==> src/hdl/lpcm_pkg.sv <==
package lpcm_pkg;

	// Configuration register indexes.
	localparam int CFG_IDX_W = 2;
	typedef enum logic [CFG_IDX_W-1:0] {
		CFG_RANGE_BOTTOM = 2'd0,
		CFG_RANGE_TOP    = 2'd1,
		CFG_BLEND_ENABLE = 2'd2,
		CFG_COLOR_COUNT  = 2'd3
	} cfg_reg_t;

	// How the palette entry for a sample is chosen.
	typedef enum logic [2:0] {
		PICK_BAD_SPAN = 3'd0,
		PICK_FIRST    = 3'd1,
		PICK_LAST     = 3'd2,
		PICK_BAND     = 3'd3,
		PICK_BLEND    = 3'd4
	} pick_t;

	// Width of the divider remainder and of the value span.
	localparam int SPAN_W = 32;

	// Input word kinds carried on tuser.
	localparam logic KIND_MAP   = 1'b0;
	localparam logic KIND_WRITE = 1'b1;

endpackage

==> src/hdl/lpcm_div.sv <==
module lpcm_div #(
	parameter int QB = 12,
	parameter int LW = 4,
	parameter int SW = 1
) (
	input  logic                          clk,
	input  logic                          arst_n,
	input  logic                          en,
	input  logic                          in_valid,
	input  logic [lpcm_pkg::SPAN_W-1:0]   in_rem,
	input  logic [LW-1:0]                 in_low,
	input  logic [lpcm_pkg::SPAN_W-1:0]   in_span,
	input  logic [SW-1:0]                 in_side,
	output logic                          out_valid,
	output logic [QB-1:0]                 out_q,
	output logic [SW-1:0]                 out_side
);
	import lpcm_pkg::*;

	// Stage 0 is the input; stage j+1 holds the state after quotient bit j.
	logic              valid_s [QB+1];
	logic [SPAN_W-1:0] rem_s   [QB+1];
	logic [SPAN_W-1:0] span_s  [QB+1];
	logic [QB-1:0]     bits_s  [QB+1];
	logic [QB-1:0]     quo_s   [QB+1];
	logic [SW-1:0]     side_s  [QB+1];

	assign valid_s[0] = in_valid;
	assign rem_s[0]   = in_rem;
	assign span_s[0]  = in_span;
	assign bits_s[0]  = {in_low, {(QB-LW){1'b0}}};
	assign quo_s[0]   = '0;
	assign side_s[0]  = in_side;

	for (genvar j = 0; j < QB; j++) begin : g_stage
		logic [SPAN_W:0] trial;
		logic [SPAN_W:0] diff;
		logic            ge;

		// Restoring step: bring down one dividend bit, subtract if it fits.
		always_comb begin
			trial = {rem_s[j], bits_s[j][QB-1]};
			ge    = trial >= {1'b0, span_s[j]};
			diff  = trial - {1'b0, span_s[j]};
		end

		always_ff @(posedge clk or negedge arst_n) begin
			if (!arst_n) begin
				valid_s[j+1] <= 1'b0;
			end else if (en) begin
				valid_s[j+1] <= valid_s[j];
			end
		end

		always_ff @(posedge clk) begin
			if (en) begin
				rem_s[j+1]  <= ge ? diff[SPAN_W-1:0] : trial[SPAN_W-1:0];
				span_s[j+1] <= span_s[j];
				bits_s[j+1] <= bits_s[j] << 1;
				quo_s[j+1]  <= {quo_s[j][QB-2:0], ge};
				side_s[j+1] <= side_s[j];
			end
		end
	end

	assign out_valid = valid_s[QB];
	assign out_q     = quo_s[QB];
	assign out_side  = side_s[QB];
endmodule

==> config.mk <==
export PLATFORM = sky130hd
export DESIGN_NAME = lpcm_div
export DESIGN_NICKNAME = d
export VERILOG_FILES = /design/src/hdl/lpcm_pkg.sv /design/src/hdl/lpcm_div.sv
export SDC_FILE = /design/constraint.sdc
export NUM_CORES = 2
export LEC_CHECK = 0
export BUFFER_PORTS_ARGS = -buffer_cell sky130_fd_sc_hd__buf_2
export CAP_MARGIN = 10
export CORE_ASPECT_RATIO = 1.4
export CORE_MARGIN = 3
export CORE_UTILIZATION = 60
export DETAILED_ROUTE_END_ITERATION = 8
export PLACE_DENSITY = 0.77
export SLEW_MARGIN = 25
export SYNTH_ARGS = -nofsm -noshare
export SYNTH_HDL_FRONTEND = slang
export SYNTH_SLANG_ARGS = --single-unit
==> constraint.sdc <==
create_clock -name clk -period 4.8 [get_ports clk]
set_input_delay 0.96 -clock clk [delete_from_list [all_inputs] [get_ports clk]]
set_output_delay 0.96 -clock clk [all_outputs]
set_load 0.02 [all_outputs]
==> summary.txt <==
Critical path
  • Required @ worst endpoint: 5.18 ns
  • CP Data Arrival Time: 4.77 ns
  • Critical Path End Type: register
  • Crit path max fanout: 27
  • Worst reg2reg path depth: 11
  • Slowest cell delay on critical path: 0.90 ns
  • Setup CP Type: reg -> reg
  • Slowest-stage cell, CP: nor3_1
  • CP startpoint kind: register
  • Critical-path cell list: inv_1, ha_1, ha_1, nand4_1, nor3_1, nand3_1, nor4_1, nor4_1, o41a_1, buf_12, mux2_1
  • R2r setup slk: 0.42 ns

Clocking
  • Root buf cell: clkbuf_16
  • Post-CTS Setup Repair Bufs: 0
  • Skew-Pair Late Insertion Delay: 0.64 ns
  • Deepest clock path buffer count: 3
  • Clock transition at path regs: 0.06 ns
  • CTS resizes: 0
  • CTS Buf Count: 82
  • CTS tree: done
  • Post-CTS Hold Buffers: 0
  • Sinks on the clock net: 812
  • H-Tree Depth: 3

Yosys
  • Area leader, netlist: edfxtp_1
  • Flip-flop and latch count after synthesis: 812
  • Unique cell type count in the Yosys netlist: 100
  • Synthesized area: 0.0485 mm²
  • Synth top area share: 49.6%
  • EDFF count, synth: 800
  • Syn nets: 4910
  • Synthesized area per cell: 10.9 µm²
  • Post-synthesis sequential area ratio: 50.2%
  • Asr flop ratio synth: 1.48%
  • Synth Instances: 4443
  • Top post-synthesis cells by area: edfxtp_1 50%, ha_1 9.9%, inv_1 3.7%
  • Main synth FF type: edfxtp_1
  • Yosys synthesis warning count: 0

Worst hold path
  • Worst hold path type: in -> async

Global routing
  • Met3 Use GR: 2.89%
  • Vias in the first global route: 34546
  • Global route total overflow: 0
  • Met2 Resource Use GR: 51.1%
  • Most Crowded Layer GR: met2
  • Initial antenna violation count: 1
  • Largest net degree at the start of global routing: 93
  • GR Util met1: 20.9%
  • Global-route wire length before repair: 167000 µm
  • Gr usage total: 25.1%

Routing
  • Routed WL: 105000 µm
  • WL per Instance: 18.5 µm
  • Vias/cell: 5.81
  • First-iteration detailed-routing DRC count: 1388
  • DRC: 0
  • Router iterations before antenna repair: 5
  • ANT nets after route: 0
  • Detailed-route via count: 32902

STA
  • PnR worst setup slack: 0.416 ns
  • Fin crit period: 4.38 ns
  • FMAX: 0.228 GHz
  • RSZ-0062 raised after global routing: no
  • Worst slew pin tran: 1.11 ns
  • Final setup vio count: 0
  • Final worst-path cycle share: 91.3%
  • Final Max Slew Viols: 0
  • Setup Skew: 0.0159 ns
  • Slew margin rel.: 25.1%
  • Setup_tns: 0 ns
  • Final Hold Fails: 0

Placement
  • Placed instance count: 5518
  • Placement Setup Slack: 0.482 ns
  • Port buffer count: 86
  • Final GP Congestion: 0.954
  • Detailed Place HPWL: 82600 µm

Die
  • Die area: 0.0843 mm²
  • Die Ht: 342 µm
  • Initial Util: 61.0%
  • Boundary pin count: 87
  • Core area: 0.0795 mm²
  • Row count: 122
  • Die width: 246 µm

Flow run
  • Max cap viols: 0

Power
  • Worst vdd ir: 412 µV
  • Leak: 22.2 nW
  • Power per cell area: 643 mW/mm²

Finish
  • Share of layout cells above drive strength 1: 9.49%
  • Post-Layout Cell Count: 5662
  • Final nets: 5015
  • Area delta synth->final: 8.86%
  • Commonest non-fill, non-tap cell in the layout: edfxtp_1
  • Most frequent cells in the layout: 800 x edfxtp_1, 479 x inv_1, 383 x ha_1, 345 x a21oi_1, 320 x nand2_1

Status
  • Status: completed
==> cell type report <==
cell class	instances	area (µm²)
diodes	1	2.50
clock buffers	103	2180
clock inverters	40	275
fillers	6161	26800
inverters	481	1810
multi-input cells	3040	21900
flip-flops and latches	812	24300
well taps	1054	1320
repair buffers	131	978
==> synthesized netlist by cell type (9+ instances only) <==
cell / number
nand2_1: 320
o31ai_1: 28
buf_4: 12
xor2_1: 111
o21ai_0: 291
o211ai_1: 24
clkbuf_1: 73
or2_2: 17
edfxtp_1: 800
nor3_1: 58
mux2_2: 112
a21o_1: 198
inv_1: 479
ha_1: 383
o21bai_1: 39
xnor2_1: 174
buf_2: 14
o21a_1: 58
a211oi_1: 33
nand2b_1: 53
fa_1: 11
a221o_1: 11
o21ai_1: 9
and3_1: 30
nor4_1: 14
nand4_1: 63
a311oi_1: 11
dfrtp_1: 12
and2_1: 21
a31oi_1: 41
or3_1: 12
nor2_1: 231
a21oi_1: 345
mux2_4: 26
nand3_1: 68
mux2i_1: 13
nor2b_1: 63
a21boi_0: 17
==> routing by layer <==
layer  up-vias  wire length, µm
met5         -                0
met4         0             9400
met3       369             2770
met2       691            59100
met1     15423            33500
li1      16419                -
==> through the flow <==
step | power (mW) | hold WS (ns) | utilization (%) | instance area, µm²
floorplan | 23.9 | 0.400 | - | 48500
global route | 36.4 | 0.180 | 66.4 | 52800
CTS | 34.0 | 0.152 | 66.4 | 52800
finish | 33.9 | 0.183 | 66.4 | 52800
detailed placement | 28.0 | 0.405 | 63.3 | 50300
global placement | 27.7 | 0.400 | 63.3 | 50300
==> power by group <==
part | internal (mW) | switching, mW | leakage, nW
Sequential | 10.6 | 0.938 | 7.97
Clock | 3.32 | 2.62 | 1.20
Combinational | 7.18 | 9.27 | 13.0
Total | 21.1 | 12.8 | 22.2
==> worst max-delay path: cells and delay by family (launching register included) <==
family                     cells  cell delay [ns]
muxes                          1             0.32
and+or+nand+nor                5             2.16
AOI/OAI and AO/OA              1             0.26
DFF                            1             0.40
buffers and inverters          2             0.29
adders and majority gates      2             0.67
==> logic make-up after synthesis <==
family,after synthesis,synth area share (%)
adder cells (fa/ha/maj),394,10.3
flip-flops,812,50.2
AO/OA/AOI/OAI,1206,15.7
XOR/XNOR,285,5.15
AND/OR/NAND/NOR,997,9.92
multiplexers,158,3.84
buffers and inverters,591,4.84
==> worst paths after layout <==
kind                                   from                   end
worst max-delay path            span_s[225]  g_stage[6].trial[10]
worst min-delay path                 arst_n            valid_s[2]
worst max register to register  span_s[225]  g_stage[6].trial[10]
worst min register to register    quo_s[18]              out_q[7]
max in group asynchronous            arst_n            valid_s[8]
min in group clk                  quo_s[18]              out_q[7]
==> flip-flops by register name, indices dropped and copies added (netlist names) <==
signal         flops
bits_s             6
g_stage.trial    352
out_q             12
out_side           1
out_valid          1
quo_s             66
side_s            11
span_s           352
valid_s           11
Power figures use the tool's default switching activity.
