File: config.mk
export PLATFORM = sky130hd
export DESIGN_NAME = lpcm_ram
export DESIGN_NICKNAME = d
export VERILOG_FILES = /design/src/hdl/lpcm_ram.sv
export SDC_FILE = /design/constraint.sdc
export NUM_CORES = 1
export LEC_CHECK = 0
export BUFFER_PORTS_ARGS = -buffer_cell sky130_fd_sc_hd__buf_4
export CAP_MARGIN = 20
export CORE_ASPECT_RATIO = 0.5
export CORE_MARGIN = 2
export CORE_UTILIZATION = 55
export CTS_CLUSTER_SIZE = 25
export DETAILED_ROUTE_END_ITERATION = 7
export PLACE_DENSITY = 0.75
export SLEW_MARGIN = 20
export SYNTH_ARGS = -nofsm -noshare
export SYNTH_HDL_FRONTEND = slang
export SYNTH_SLANG_ARGS = --single-unit
File: constraint.sdc
create_clock -name clk -period 3.1 [get_ports clk]
set_clock_uncertainty 0.05 [all_clocks]
set_input_delay 0.31 -clock clk [delete_from_list [all_inputs] [get_ports clk]]
set_output_delay 0.31 -clock clk [all_outputs]
set_load 0.01 [all_outputs]
File: src/hdl/lpcm_ram.sv
module lpcm_ram #(
	parameter int WIDTH = 24,
	parameter int DEPTH = 16
) (
	input  logic                     clk,
	input  logic                     we,
	input  logic [$clog2(DEPTH)-1:0] waddr,
	input  logic [WIDTH-1:0]         wdata,
	input  logic                     re,
	input  logic [$clog2(DEPTH)-1:0] raddr,
	output logic [WIDTH-1:0]         rdata
);
	logic [WIDTH-1:0] mem_q [DEPTH];

	// One write port and one registered read port.
	always_ff @(posedge clk) begin
		if (we) begin
			mem_q[waddr] <= wdata;
		end
		if (re) begin
			rdata <= mem_q[raddr];
		end
	end
endmodule

==> metrics, run 1 <==
unrepaired setup endpoints after global routing false; Mapped Area approximately 0.015 mm^2; Area Growth Syn to Fin 14.6%; Final Critical Period around 1800 ps; CP required ~3300 ps; clock buffer depth 3; Slew @ Worst Pin ~860 ps; crit path DAT approximately 2000 ps; Final setup viols 0; fin crit share 0.582; worst reg2reg path startpoint mem_q[10][11]$_DFFE_PP_; post-cts sizing count 0; Top Ports between 50 and 60; Die H between 100 and 150 um; Final HPWL DP about 17 mm; number of global-route vias before repair around 7,300; RD Place Congestion roughly 0.73; fin. max-slew vios 0; static leakage around 5.6 nW; drt via density roughly 6.3; routed length per placed instance approximately 28 um; register area share after synthesis 0.808; Setup CP Type input port to flop; DR pass1 iterations 5; final hold violation count 0; P per Cell Area 636 mW/mm^2; Via Count 7,006; Reg2Reg Depth 3; Worst R2R End rdata[11]$_DFFE_PP_; clk sink count 408; # diodes 0; CTS tree yes; total grt overflow 0; hold buffer count at CTS 0; Starting Density 0.567; ANT nets after route 0; number of max-cap violations 0; post-synth top area cell edfxtp_1; Mapped Avg Cell Area roughly 24 um^2; # rows 42; synth warn 0; post-synth top area share 0.808; cts bufs inserted 37; Initial DRC Count 811; final worst slack 1300 ps; multi-input gate area in the final layout about 0.0029 mm^2; Slew HR 0.424; layout cell share with drive strength beyond 1 0.335; final wirelength approximately 31 mm; crit end category flop; Max Fclk 555 MHz; first-pass GRT wire length ~47 mm; setup TNS 0 ps; initial antenna violation count 0; synth top area cells edfxtp_1, mux4_2, a22oi_1; Cells after Synth about 640; Die Wd 239 um; VDD IR max 0.365 mV; fill count about 1,600; CP endpoint rdata[11]$_DFFE_PP_; H-tree depth 2; unique cell type count in the Yosys netlist 15; Worst setup SP type input port; Worst-Skew Late Latency approximately 520 ps; Place WS around 830 ps; register area about 0.012 mm^2; Hold Crit Class input port to flop; Critical path origin raddr[0]; # port buffers 58; Mapped Nets between 600 and 700; synthesized flop and latch total a little over 400; CTS root buffer clkbuf_16; pin count of the biggest net entering global routing 55; Worst Path Max Fanout 36; post-CTS setup buffers 0; # DRC 0; status complete, no violations; core area 0.0267 mm^2; full die area around 0.029 mm^2; reg2reg setup slack around 1600 ps; Reg clk slew, reported paths 60 ps; nets about 770; GRT Overall Usage 0.227
-- layer usage --
layer  vias to the layer above  global-route usage  routed length (um)
met5                         -                   0                   0
met4                         0              0.0617                 643
met3                        58              0.0450                2290
met2                       311               0.378               15900
met1                      3721               0.312               12600
li1                       2916                   -                   -
-- worst max-delay path, cell delays in order --
cell	delay [ps]
buf_6	420
buf_4	360
mux4_2	580
a22oi_1	240
nand2_1	90
-- cells in the final DEF (no fill, tap or decap), drive strengths merged --
master    count
a22oi        48
nor2b         2
mux4         96
nor2         13
buf          90
clkinvlp      1
bufinv        2
nand2        25
nand2b        2
and2          1
clkinv       18
nor3          4
edfxtp      408
or3b          1
clkbuf       44
nand3b        2
nand3         1
-- layout make-up --
cell class	count	share of cell area
Sequential cell	408	0.705
Multi-Input combinational cell	195	0.164
Clock buffer	44	0.0548
Timing Repair Buffer	90	0.0427
Tap cell	352	0.0253
Clock inverter	21	0.00835
-- how the worst min path moves through the flow --
| stage | end | slack (ps) | from | cells past startpoint |
|---|---|---|---|---|
| floorplan | mem_q[0][0]$_DFFE_PP_ | 360 | wdata[0] | 0 |
| finish | mem_q[5][1]$_DFFE_PP_ | 30 | wdata[1] | 1 |
| detailed placement | mem_q[11][11]$_DFFE_PP_ | 560 | wdata[11] | 1 |
| global placement | mem_q[6][8]$_DFFE_PP_ | 550 | wdata[8] | 1 |
| CTS | mem_q[6][7]$_DFFE_PP_ | 20 | wdata[7] | 1 |
| global route | mem_q[8][13]$_DFFE_PP_ | 30 | wdata[13] | 1 |
-- synthesized netlist by cell type --
| cell type | count |
|---|---|
| a22oi_1 | 48 |
| and2_1 | 1 |
| buf_2 | 10 |
| buf_6 | 5 |
| clkbuf_1 | 18 |
| edfxtp_1 | 408 |
| mux4_2 | 96 |
| nand2_1 | 25 |
| nand2b_1 | 2 |
| nand3_1 | 1 |
| nand3b_1 | 2 |
| nor2_1 | 13 |
| nor2b_1 | 2 |
| nor3_1 | 4 |
| or3b_2 | 1 |
-- power by group --
part | switching, mW | internal, mW
sequential | 0.0374 | 6.21
clock | 1.88 | 2.36
combinational | 0.325 | 0.250
-- sequential cells by signal, indices dropped and copies added (netlist names) --
register,flops
mem_q,384
rdata,24
-- kinds of logic after synthesis --
| kind of cell | after synthesis | synth area share |
|---|---|---|
| multiplexers | 96 | 0.143 |
| AND/OR/NAND/NOR | 51 | 0.0147 |
| flip-flops | 408 | 0.808 |
| buffers and inverters | 33 | 0.0115 |
| AO/OA/AOI/OAI | 48 | 0.0238 |
-- per-stage QoR --
step                      utilization  power (mW)  hold WS (ps)  cell area (um^2)  std cells
final                           0.650        11.1          33.1             17400       1110
after global routing            0.650        11.4          34.8             17400       1110
after CTS                       0.650        11.1          18.7             17400       1110
after detailed placement        0.609        6.95           562             16300       1045
after global placement          0.609        6.92           549             16300       1045
after floorplan                     -        6.67           359             15200        636
(Power assumes the default switching activity.)
==> inputs of run 2 (changes only) <==
Settings changed: ABC_AREA set to 1, CORE_UTILIZATION 55 to 60, PLACE_DENSITY 0.75 to 0.77.
Clock period 3.1 ns to 1.85 ns, I/O delays scaled along.
==> run 2 against run 1 <==
Compared with the run above:
- clock-buffer cell count is 2 lower
- register-to-register slack worse by 970 ps
- setup slack worse by 960 ps
- combinational power is 140% higher
- routed wire length is 33% higher
==> metrics, run 2 <==
Reg2Reg Depth 6 (was 3); multi-input gate area in the final layout 0.00356 mm^2 (was 0.00285 mm^2); Starting Density 0.616 (was 0.567); Synth top cells by count nand2_1, edfxtp_1, inv_1 (was edfxtp_1, mux4_2, a22oi_1); crit end category output pin (was flop); Via Count 11,700 (was 7,006); clk sink count 408 (unchanged); post-CTS setup buffers 0 (unchanged); number of global-route vias before repair 11,200 (was 7,303); synth top area cells edfxtp_1, nand2_1, nand3_1 (was edfxtp_1, mux4_2, a22oi_1); slowest stage delay, CP 540 ps (was 580 ps); Reg clk slew, reported paths 60 ps (about the same); Hold Path Origin re (was wdata[1]); cts bufs inserted 36 (was 37); Cells after Synth 1,597 (was 636); clock network power share 0.372 (was 0.383); Psw 4.22 mW (was 2.24 mW); # port buffers 58 (unchanged); post-synth top area cell edfxtp_1 (unchanged); # DRC 0 (unchanged); Area Growth Syn to Fin 14.6% (about the same); reg2reg setup slack 590 ps (was 1560 ps); Die H 124 um (was 121 um); layout cell share with drive strength beyond 1 0.0941 (was 0.335); crit-path leading delay family flip-flops (was buffers and inverters); drt via density 5.64 (was 6.31); full die area 0.0301 mm^2 (was 0.0290 mm^2); total power 18.9 mW (was 11.1 mW); static leakage 8.32 nW (was 5.57 nW); Hold Crit Class input port to flop (unchanged); Final HPWL DP 23.1 mm (was 17.1 mm); final hold violation count 0 (unchanged); worst reg2reg path startpoint mem_q[5][8]$_DFFE_PP_ (was mem_q[10][11]$_DFFE_PP_); worst path cell trace buf_4 (was buf_6 > buf_4 > mux4_2 > a22oi_1 > nand2_1); register share of total power 0.556 (was 0.565); Finished Layout Cells 2,083 (was 1,110); largest register by flop count mem_q (unchanged); H-tree depth 2 (unchanged); CTS root buffer clkbuf_16 (unchanged); max FFs per register 384 (unchanged); Cell Int Power 14.6 mW (was 8.82 mW); Slew HR 0.657 (was 0.424); Mapped Avg Cell Area 10.8 um^2 (was 23.9 um^2); most common cell in the synthesized netlist nand2_1 (was edfxtp_1); crit path DAT 1280 ps (was 2010 ps); CP max-delay cell edfxtp_1 (was mux4_2); CP required 1620 ps (was 3310 ps); Top Ports 59 (unchanged); number of flops mapped to enable cells by yosys 408 (unchanged); largest registers mem_q: 384 flops, rdata: 24 flops (unchanged); final wirelength 41.8 mm (was 31.4 mm); Initial DRC Count 1,561 (was 811); GRT Overall Usage 0.282 (was 0.227); Worst setup SP type flop (was input port); Final Critical Period between 1500 and 2000 ps; Worst R2R End rdata[8]$_DFFE_PP_ (was rdata[11]$_DFFE_PP_); Mapped Nets 1,632 (was 671); combinational share of power 0.072 (was 0.052); status complete, no violations (unchanged); Top FF cell, synth edfxtp_1 (unchanged); Final setup viols 0 (unchanged); Slew @ Worst Pin 514 ps (was 860 ps); P per Cell Area 957 mW/mm^2 (was 636 mW/mm^2); routed length per placed instance 20.0 um (was 28.3 um); unique cell type count in the Yosys netlist 11 (was 15); total grt overflow 0 (unchanged); clock buffer depth 3 (unchanged); ANT nets after route 0 (unchanged); first-pass GRT wire length 63.1 mm (was 46.6 mm); Die Wd 243 um (was 239 um); fin. max-slew vios 0 (unchanged); setup TNS 0 ps (unchanged); Worst Path Max Fanout 1 (was 36); VDD IR max 0.549 mV (was 0.365 mV); unrepaired setup endpoints after global routing false (unchanged); fin crit share 0.819; synthesized flop and latch total 408 (unchanged); pin count of the biggest net entering global routing 93 (was 55); post-synthesis async set-or-reset flop share 0 (unchanged); placed inst area 0.0184 mm^2 (was 0.0163 mm^2); dpl cells 1,997 (was 1,045); RD Place Congestion 0.816 (was 0.732); Switching Fraction 0.224 (was 0.203); register area 0.0123 mm^2 (unchanged); register area share after synthesis 0.713 (was 0.808); initial antenna violation count 0 (unchanged); # diodes 0 (unchanged); commonest non-fill, non-tap cell in the layout nand2_1 (was edfxtp_1); number of max-cap violations 0 (unchanged); Mapped Area 0.0172 mm^2 (was 0.0152 mm^2); post-synth top area share 0.713 (was 0.808); Worst Hold Endpoint rdata[14]$_DFFE_PP_ (was mem_q[5][1]$_DFFE_PP_); fill count 1,799 (was 1,618); Setup CP Type flop to output pin (was input port to flop); DR pass1 iterations 6 (was 5); synth warn 0 (unchanged); Final Cell Area 0.0197 mm^2 (was 0.0174 mm^2); CP bufs+invs 1 (was 2); commonest non-fill, non-tap cells in the layout nand2_1, edfxtp_1, inv_1 (was edfxtp_1, mux4_2, buf_4); nets 1,712 (was 767); core area 0.0279 mm^2 (was 0.0267 mm^2); Max Fclk 660 MHz; Hold Crit Depth 1 (unchanged); Worst-Skew Late Latency 530 ps (was 520 ps); CTS tree yes (unchanged); # rows 43 (was 42)
-- run 2: cell types whose count changed after synthesis, moves of 4 or more --
cell      delta
nor3_1       -4
buf_2       +34
nor2_1       +4
nand2_1    +484
buf_6        -5
clkbuf_1     -6
inv_1      +292
buf_4       +14
a22oi_1     -48
mux4_2      -96
buf_1        +8
nand3_1    +288
-- run 2: how the worst max path moves through the flow --
stage               slack [ps]  depth (start not counted)                endpoint                 from
global placement           270                          8     rdata[18]$_DFFE_PP_             raddr[0]
floorplan                  -30                          2  mem_q[10][0]$_DFFE_PP_             waddr[2]
finish                     330                          1               rdata[14]  rdata[14]$_DFFE_PP_
detailed placement         240                          8     rdata[18]$_DFFE_PP_             raddr[0]
global route               330                          1               rdata[14]  rdata[14]$_DFFE_PP_
CTS                        360                          1               rdata[14]  rdata[14]$_DFFE_PP_
-- run 2: power groups by stage --
stage / Clock (mW) / Combinational (mW) / Sequential (mW)
4_1_cts: 7.06 / 1.35 / 10.5
2_1_floorplan: 0 / 0.676 / 10.7
3_3_place_gp: 0 / 1.25 / 10.7
3_5_place_dp: 0 / 1.29 / 10.7
5_1_grt: 7.41 / 1.48 / 10.5
6_report: 7.02 / 1.36 / 10.5
-- run 2: cell families (layout without fill, tap and decap cells) --
family | count (synthesis) | in the layout | synth area share
buffers and inverters | 372 | 476 | 0.0875
and+or+nand+nor | 817 | 817 | 0.200
DFF | 408 | 408 | 0.713
-- run 2: metrics by stage --
step	setup slack, ps	utilization	hold slack (ps)
5_1_grt	327	0.705	101
2_1_floorplan	-31.1	-	234
6_report	335	0.705	116
4_1_cts	362	0.705	96.6
3_3_place_gp	267	0.659	449
3_5_place_dp	242	0.659	456
-- run 2: cell type report --
cell class	count	area share
Timing Repair Buffer	120	0.0629
Clock inverter	20	0.00622
Clock buffer	42	0.0480
Sequential cell	408	0.622
Multi-Input combinational cell	817	0.181
Tap cell	382	0.0243
Inverter	294	0.0561
-- run 2: worst reg2reg max path, cell delays in order (launching register included) --
cell,delay [ps]
edfxtp_1,370
inv_1,60
nand2_1,40
nand3_1,90
nand3_1,80
nand3_1,200
nand2_1,110
-- run 2: routing by layer --
| metal | up-vias | share of wire | global-route usage |
|---|---|---|---|
| met3 | 99 | 0.11 | 0.0657 |
| met5 | - | 0 | 0 |
| met2 | 703 | 0.47 | 0.459 |
| met1 | 5614 | 0.39 | 0.384 |
| met4 | 0 | 0.026 | 0.0916 |
| li1 | 5325 | - | - |
-- run 2: timing repair --
action                                 CTS  global route
endpoints found under the hold margin  384             0
gates resized for setup                  0             0
hold buffers                            24             0
==> inputs of run 3 (changes only) <==
Settings changed: CORE_UTILIZATION 60 to 56, PLACE_DENSITY 0.77 to 0.76.
Clock period 1.85 ns to 1.35 ns, I/O delays scaled along.
==> run 3 against run 2 <==
Compared with the run above:
- the flow now finishes with violations (negative setup slack)
- design area rose by 3.4%
- via count fell by 4.0%
- setup slack got worse by 360 ps
- critical path depth did not move
- routed wire length fell by 4.4%
- first-iteration DRC count fell by 27%
- die area rose by 7.0%
- clock-buffer cell count fell by 3
- largest cell class unchanged
- highest routed layer unchanged
==> metrics, run 3 (same netlist as run 2, synthesis figures left out) <==
clk sink count 408 (unchanged); Worst-Skew Late Latency 520 ps (was 530 ps); commonest non-fill, non-tap cells in the layout nand2_1, edfxtp_1, inv_1 (unchanged); DR pass1 iterations 5 (was 6); full die area 0.0322 mm^2 (was 0.0301 mm^2); combinational share of power 0.076 (was 0.072); Final HPWL DP 22.6 mm (was 23.1 mm); Levels on crit path 1 (unchanged); # DRC 0 (unchanged); CTS tree yes (unchanged); Hold Crit Depth 3 (was 1); Top Ports 59 (unchanged); placed inst area 0.0191 mm^2 (was 0.0184 mm^2); max FFs per register 384 (unchanged); Final setup viols 2 (was 0); crit-path leading delay family flip-flops (unchanged); Psw 5.62 mW (was 4.22 mW); Final Cell Area 0.0204 mm^2 (was 0.0197 mm^2); Worst Path Max Fanout 1 (unchanged); Area Growth Syn to Fin 18.5% (was 14.6%); crit end category output pin (unchanged); Via Count 11,300 (was 11,700); register share of total power 0.557 (was 0.556); register area 0.0123 mm^2 (unchanged); Worst setup SP type flop (unchanged); Die H 128 um (was 124 um); CP bufs+invs 1 (unchanged); GRT Overall Usage 0.255 (was 0.282); Slew @ Worst Pin 564 ps (was 514 ps); static leakage 8.63 nW (was 8.32 nW); multi-input gate area in the final layout 0.00356 mm^2 (unchanged); # rows 45 (was 43); total grt overflow 0 (unchanged); ANT nets after route 0 (unchanged); fin crit share 1.02; Max Fclk 728 MHz; Initial DRC Count 1,136 (was 1,561); failing checks negative setup slack; pin count of the biggest net entering global routing 97 (was 93); hold slack 21.8 ps (was 116 ps); Starting Density 0.568 (was 0.616); layout cell share with drive strength beyond 1 0.116 (was 0.0941); post-CTS setup buffers 0 (unchanged); drt via density 5.27 (was 5.64); final worst slack -24.2 ps (was 335 ps); largest registers mem_q: 384 flops, rdata: 24 flops (unchanged); Setup CP Type flop to output pin (unchanged); crit path DAT 1190 ps (was 1280 ps); number of max-cap violations 0 (unchanged); slowest stage delay, CP 490 ps (was 540 ps); Final Critical Period approximately 1400 ps; Reg clk slew, reported paths 60 ps (about the same); clock buffer depth 3 (unchanged); CP max-delay cell edfxtp_1 (unchanged); unrepaired setup endpoints after global routing true (was false); Slew HR 0.624 (was 0.657); number of global-route vias before repair 10,900 (was 11,200); final hold violation count 0 (unchanged); fill count 2,090 (was 1,799); status finished, violations left (was complete, no violations); initial antenna violation count 0 (unchanged); RD Place Congestion 0.784 (was 0.816); # port buffers 58 (unchanged); CP required 1160 ps (was 1620 ps); # diodes 0 (unchanged); clock network power share 0.367 (was 0.372); Place WS -90.6 ps (was 242 ps); commonest non-fill, non-tap cell in the layout nand2_1 (unchanged); largest register by flop count mem_q (unchanged); Switching Fraction 0.218 (was 0.224); Reg2Reg Depth 6 (unchanged); P per Cell Area 1260 mW/mm^2 (was 957 mW/mm^2); worst path cell trace buf_6 (was buf_4); core area 0.0303 mm^2 (was 0.0279 mm^2); Finished Core Util 0.673 (was 0.705); first-pass GRT wire length 61.2 mm (was 63.1 mm); nets 1,753 (was 1,712); cts bufs inserted 37 (was 36); Die Wd 252 um (was 243 um); fin. max-slew vios 0 (unchanged); routed length per placed instance 18.7 um (was 20.0 um); VDD IR max 0.744 mV (was 0.549 mV); final wirelength 39.9 mm (was 41.8 mm); CTS root buffer clkbuf_16 (unchanged); Cell Int Power 20.2 mW (was 14.6 mW); total power 25.8 mW (was 18.9 mW); H-tree depth 2 (unchanged); Hold Crit Class input port to flop (unchanged)
==> run 3: cell count changes in the layout (fill, tap and decap cells not counted), sizes merged <==
cell / change
buf: +40
clkbuf: -3
clkinv: +1
clkinvlp: -1
inv: -1
==> run 3: stage by stage <==
step	TNS (ps)	instances
finish	-36.1	2136
global route	-183	2136
CTS	-104	2136
detailed placement	-484	2054
global placement	-179	2054
floorplan	-48860	1597
==> run 3: what timing repair did <==
action                                  CTS  global route
gates resized for setup                   4             2
endpoints found under the hold margin   384             0
hold buffers                             24             0
pin swaps                                 0             0
endpoints found under the setup margin    4             6
gates cloned                              0             0
==> run 3: worst min-delay path, cell delays in order <==
cell and delay [ps]:
buf_4 200, nand3_1 100, nand2_1 50
==> run 3: worst paths after layout <==
kind | endpoint | start | slack, ps
worst min-delay path | rdata[2]$_DFFE_PP_ | raddr[3] | 20
worst min register to register | rdata[2]$_DFFE_PP_ | mem_q[14][2]$_DFFE_PP_ | 680
worst max register to register | rdata[11]$_DFFE_PP_ | mem_q[11][11]$_DFFE_PP_ | 180
worst max-delay path | rdata[18] | rdata[18]$_DFFE_PP_ | -20
==> run 3: layout make-up <==
class | count | area share
clock buffers | 39 | 0.0458
clock inverters | 19 | 0.00565
inverters | 294 | 0.0545
multi-input cells | 817 | 0.174
flip-flops and latches | 408 | 0.601
well taps | 399 | 0.0245
repair buffers | 160 | 0.0939
==> run 3: metal layers <==
layer,share of wire,vias up,track usage
met5,0,-,0
met4,0.033,0,0.101
met3,0.084,95,0.0447
met2,0.47,496,0.419
met1,0.41,5256,0.345
li1,-,5420,-
==> run 3: power by group through the flow <==
stage	registers (mW)	clock network, mW	logic, mW
after floorplan	14.6	0	0.937
after global placement	14.6	0	1.83
after detailed placement	14.6	0	1.87
after CTS	14.4	9.55	1.95
after global routing	14.4	10.1	2.14
final	14.4	9.46	1.95
